`src/design/ssmg_pkg.sv`:
```
// Shared definitions for the sorted-set maximum-gap tracker.
// Holds operation and error codes, default sizes and the cell control struct.
// No dependencies.
package ssmg_pkg;

  localparam int DEF_CAPACITY   = 64;
  localparam int DEF_VALUE_BITS = 32;

  localparam int ANSWER_W = 32;
  localparam int COUNT_W  = 7;
  localparam int ERROR_W  = 2;

  localparam logic OP_DELETE = 1'b0;
  localparam logic OP_INSERT = 1'b1;

  localparam logic [ERROR_W-1:0] ERR_OK   = 2'd0;
  localparam logic [ERROR_W-1:0] ERR_MISS = 2'd1;
  localparam logic [ERROR_W-1:0] ERR_FULL = 2'd2;

  typedef struct packed {
    logic cmp_en;
    logic upd_en;
    logic ins;
    logic leaf_en;
  } cell_ctrl_t;

endpackage

```
`src/design/ssmg_cell.sv`:
```
// One slot of the sorted table: holds a value, compares it with the key,
// shifts with its neighbors and produces the gap and last-value tree leaves.
// Depends on ssmg_pkg.
module ssmg_cell #(
  parameter int VALUE_BITS = ssmg_pkg::DEF_VALUE_BITS,
  parameter int CNT_W      = 7,
  parameter int INDEX      = 0
) (
  input  logic                   clk,
  input  ssmg_pkg::cell_ctrl_t   ctrl,
  input  logic [VALUE_BITS-1:0]  key,
  input  logic [CNT_W-1:0]       count,
  input  logic [VALUE_BITS-1:0]  left_value,
  input  logic                   left_lt,
  input  logic [VALUE_BITS-1:0]  right_value,
  output logic [VALUE_BITS-1:0]  value,
  output logic                   lt,
  output logic                   eq,
  output logic [VALUE_BITS-1:0]  gap,
  output logic [VALUE_BITS-1:0]  last
);

  localparam logic FIRST = (INDEX == 0);

  logic                  valid;
  logic                  is_last;
  logic [VALUE_BITS-1:0] value_next;

  assign valid   = CNT_W'(INDEX) < count;
  assign is_last = CNT_W'(INDEX + 1) == count;

  // Cells left of the insert point keep their value; the cell at the point
  // takes the key and the rest take their left neighbor. A delete pulls
  // every cell from the point onward from its right neighbor.
  always_comb begin
    if (lt) begin
      value_next = value;
    end else if (ctrl.ins) begin
      value_next = left_lt ? key : left_value;
    end else begin
      value_next = right_value;
    end
  end

  always_ff @(posedge clk) begin
    if (ctrl.cmp_en) begin
      lt <= valid && (value < key);
      eq <= valid && (value == key);
    end
    if (ctrl.upd_en) begin
      value <= value_next;
    end
    if (ctrl.leaf_en) begin
      gap  <= (!FIRST && valid) ? value - left_value : '0;
      last <= is_last ? value : '0;
    end
  end

endmodule

```
`config.mk`:
```
export PLATFORM = sky130hd
export DESIGN_NAME = ssmg_cell
export DESIGN_NICKNAME = d
export VERILOG_FILES = /design/src/design/ssmg_pkg.sv /design/src/design/ssmg_cell.sv
export SDC_FILE = /design/constraint.sdc
export NUM_CORES = 1
export LEC_CHECK = 0
export BUFFER_PORTS_ARGS = -buffer_cell sky130_fd_sc_hd__clkbuf_2
export CORE_MARGIN = 3
export CORE_UTILIZATION = 30
export CTS_CLUSTER_DIAMETER = 50
export DETAILED_ROUTE_END_ITERATION = 16
export GPL_ROUTABILITY_DRIVEN = 0
export PLACE_DENSITY = 0.65
export SLEW_MARGIN = 0
export SYNTH_ARGS = -nofsm -noshare
export SYNTH_HDL_FRONTEND = slang
export SYNTH_SLANG_ARGS = --single-unit
```
`constraint.sdc`:
```
create_clock -name clk -period 5.4 [get_ports clk]
set_input_delay 1.08 -clock clk [delete_from_list [all_inputs] [get_ports clk]]
set_output_delay 1.08 -clock clk [all_outputs]
set_load 0.1 [all_outputs]
```
* Word level (Yosys, flattened, before mapping)
Cells that the tools add are included.
W data, S select, Z words.
** Word-level totals
- Memory bits (read-only) :: 0
- Logic and storage cells :: 14
- Output and inout bits :: 98
- RAM bits :: 0
- Latch bits :: 0
- Input port bits :: 109
- Register bits after elaboration :: 66
- Memories kept :: 0
** Cells by class
- Div/mod/pow operators :: 0
- Multiplexer cells :: 2
- Multipliers :: 0
- Shift operators :: 0
- Order comparisons :: 2
- Reduce and logical (&&, ||, !) cells :: 3
- $add $sub $neg :: 0
- Equal/unequal tests :: 2
- Bitwise gates (word level) :: 1
** Operator list (number)
- $mux W32 :: 2
- $eq A32 B32 Y1 :: 1
- $lt A32 B32 Y1 :: 1
- $eq A1 B7 Y1 const A :: 1
- $lt A1 B7 Y1 const A :: 1
- $logic_and A1 B1 Y1 :: 2
- $reduce_and A2 Y1 :: 1
- $not A1 Y1 :: 1

* Depth between registers and ports, before layout
- Depth in word-level cells :: 2
- Depth in mapped cells :: 7

* Worst setup path before layout
OpenSTA, ideal clock, no wires.
- Kind :: input to register
- Start point :: input port ctrl[2] (netlist bit)
- End point :: register value[0], enable pin
- Slack :: 2.448 ns
- Arrival time :: 2.528 ns
- Data required time :: 4.976 ns
- Stages :: 1
- Path through :: nor2b_1
** Between the ends
- Cells in the longest elaborated chain, start to end :: 1
** RTL lines
- start, declared :: line ssmg_cell.sv:10 : input ssmg_pkg::cell_ctrl_t ctrl,
- $reduce_and A2 Y1 (no source line)
- end signal, assigned :: line ssmg_cell.sv:51 : value <= value_next;
- end, declared :: line ssmg_cell.sv:16 : output logic [VALUE_BITS-1:0] value,
Every way passes these cells.
A chain may end at the register's enable or synchronous reset.

* Worst setup path in the final report
- Start point :: input port key[27]
- End point :: register lt (data pin)
** Between the ends
- Cells in the longest elaborated chain, start to end :: 2
** RTL lines
- start, declared :: line ssmg_cell.sv:11 : input logic [VALUE_BITS-1:0] key,
- $lt A32 B32 Y1 :: line ssmg_cell.sv:47 : lt <= valid && (value < key);
- $logic_and A1 B1 Y1 :: line ssmg_cell.sv:47
- end signal, assigned :: line ssmg_cell.sv:47
- end, declared :: line ssmg_cell.sv:17 : output logic lt,
Every way passes these cells.

==> results.py <==
metrics = {
    "status": {
        "run_status": "finished clean",
    },
    "clocking": {
        "clock_insertion_delay_at_the_later_pin_of_the_skew_report_ns": 0.32,
        "clk_transition_reported_paths_ns": 0.05,
        "cts_hold_fix_bufs": 0,
        "cts_tree": "built",
        "htreeDepth": 3,
        "cts-root-buf": "sky130_fd_sc_hd__clkbuf_16",
        "cts_buffers": 9,
        "max-clock-path-buffers": 2,
        "post-cts-setup-buffer-count": 0,
        "cts_num_sinks": 66,
        "cts_resized": 0,
    },
    "global_route": {
        "grt_first_pass_wirelength_um": 15900,
        "first_global_vias": 3175,
        "grt_util_all_layers_pct": 14.0,
        "gr-total-overflow": 0,
        "grt_antenna_before_repair": 0,
        "grt_start_max_net_pins": 65,
    },
    "min_path": {
        "min-delay-path-class": "reg2reg",
    },
    "drt": {
        "drtAntennaViolNets": 0,
        "dr_total_vias": 3128,
        "firstDrtPassIters": 4,
        "drt_first_iter_violations": 142,
        "residual_drc_count": 0,
        "routed_via_density": 4.40,
        "totalWireLength_um": 10400,
        "wl_per_cell_um": 14.6,
    },
    "finish": {
        "ff_latch_area_um2": 1980,
        "fin_nets": 675,
        "fillerInstances": 1286,
        "multiInputGateArea_um2": 1700,
        "post_route_cells_drive_above_1_share_pct": 39.9,
        "n_antenna_cell": 0,
        "areaGrowthSynthToFinish_pct": 30.5,
        "final_core_util_pct": 40.7,
    },
    "die": {
        "chipHeight_um": 122,
        "initial_core_util_pct": 31.2,
        "core_area_um2": 12800,
        "std_cell_rows": 41,
        "die_area_um2": 14800,
        "top_level_ports": 207,
        "chipWidth_um": 122,
    },
    "timing": {
        "achievable-frequency_mhz": 372,
        "grt_setup_unrepaired": "false",
        "finalClockSkew_ns": 0.00772,
        "final.period_utilization_pct": 49.8,
        "worst_pin_slew_ns": 1.08,
        "hold_violations": 0,
        "period_needed_ns": 2.69,
        "worst_max_slew_margin_expressed_relative_to_the_limit_pct": 27.7,
        "layout_setup_ws_ns": 2.71,
        "final_max_slew_viol_count": 0,
        "setup-tns-final_ns": 0,
        "report.final.setup_viol": 0,
    },
    "synth": {
        "yosys_top_cell_area_share_pct": 49.5,
        "biggest_area_contributors_in_the_synthesized_netlist": "sky130_fd_sc_hd__edfxtp_1 50%, sky130_fd_sc_hd__ha_1 10%, sky130_fd_sc_hd__mux2i_1 8.0%",
        "syn_area_um2": 4000,
        "synth.ff_latch_count": 66,
        "synth.largest_area_cell": "sky130_fd_sc_hd__edfxtp_1",
        "yosys_warnings": 0,
        "synthesis.area_per_instance_um2": 11.1,
        "ys_seq_area_share_pct": 49.5,
        "synth_cell_types": 29,
        "number_of_instances_in_the_synthesized_netlist": 361,
    },
    "placed_design": {
        "buffer_ports.inserted": 174,
        "post-place-ws_ns": 2.34,
        "dp_hpwl_um": 8190,
    },
    "setup_path": {
        "setup.worst_path.start_class": "input port",
        "critPathArrivalTime_ns": 2.75,
        "worst_ep_required_time_ns": 5.46,
        "cp-end-kind": "flop",
        "cp_max_fo": 4,
        "path_class": "in2reg",
    },
    "power": {
        "p_leak_nw": 2.59,
        "power_per_cell_area_nw_per_um2": 320,
        "ir_worst_vdd_v": 0.000116,
        "report.power.total_mw": 1.67,
    },
    "job": {
        "maxcap_violations": 0,
    },
}
## routing by layer
metal  wire length [um]  GRT usage (%)  vias up
li1                   -              -     1558
met2               5150           24.3      125
met5                  0              0        -
met3                676           2.89       14
met4                178           4.83        0
met1               4340           17.1     1431
## worst paths after layout
check | cells past startpoint | slack (ns) | endpoint | from
max | 7 | 2.71 | lt | key[27]
min | 1 | 0.60 | last[0] | value[0]
max reg2reg | 5 | 3.16 | lt | value[27]
min reg2reg | 1 | 0.60 | last[0] | value[0]
## kinds of logic (layout without fill, tap and decap cells)
| family | after synthesis | count (layout) | share of synthesized area [%] |
|---|---|---|---|
| AND/OR/NAND/NOR | 93 | 93 | 13.4 |
| adder cells (fa/ha/maj) | 32 | 32 | 10.0 |
| flip-flops | 66 | 66 | 49.5 |
| multiplexers | 32 | 32 | 8.00 |
| AO/OA/AOI/OAI | 57 | 57 | 7.85 |
| buffers and inverters | 80 | 227 | 11.2 |
| other | 1 | 32 | 0.0937 |
## layout make-up
| cell class | count | share of cell area [%] |
|---|---|---|
| flip-flops and latches | 66 | 37.9 |
| well taps | 172 | 4.12 |
| clock inverters | 7 | 1.60 |
| multi-input cells | 246 | 32.5 |
| repair buffers | 177 | 17.1 |
| inverters | 34 | 2.44 |
| clock buffers | 9 | 4.31 |
## power breakdown
part	internal [mW]	switching, mW
registers	0.595	0.0149
logic	0.0885	0.362
clock network	0.398	0.212
total	1.08	0.589
## registers in the layout, indices dropped and copies added (netlist names)
name,count
last,32
value,32
lt,1
eq,1
## critical path: stages
cell and delay, ns:
sky130_fd_sc_hd__clkbuf_2 0.09, sky130_fd_sc_hd__inv_1 0.05, sky130_fd_sc_hd__ha_1 0.30, sky130_fd_sc_hd__nand4_1 0.21, sky130_fd_sc_hd__or4_4 0.58, sky130_fd_sc_hd__a2111oi_2 0.34, sky130_fd_sc_hd__nor3_1 0.09
## synth_stat cells (all sizes together)
cell type  count
edfxtp        66
nor2b          2
inv           34
a2111oi        1
a21oi         45
nor4           1
nor4b          1
o21ai          4
o211ai         2
nor3           3
clkbuf         8
a221oi         1
nor2          33
and2          32
buf           38
a211oi         1
nand3          2
nand2          7
nand4          8
a21o           3
conb           1
ha            32
mux2i         32
or4            4
## through the flow
step / area, um^2 / std cells / hold WS, ns
final: 5230 / 711 / 0.598
after global routing: 5230 / 711 / 0.627
after detailed placement: 4920 / 695 / 0.588
after floorplan: 4120 / 392 / 1.19
after CTS: 5230 / 711 / 0.602
after global placement: 4920 / 695 / 0.579
## cells in the final DEF (no fill, tap or decap), drive strengths merged, types with 7 or more instances in the layout
cell	Yosys	routed
clkbuf	8	183
edfxtp	66	66
a21oi	45	45
inv	34	34
nor2	33	33
mux2i	32	32
ha	32	32
conb	1	32
and2	32	32
nand4	8	8
nand2	7	7
Power figures use the tool's default switching activity.
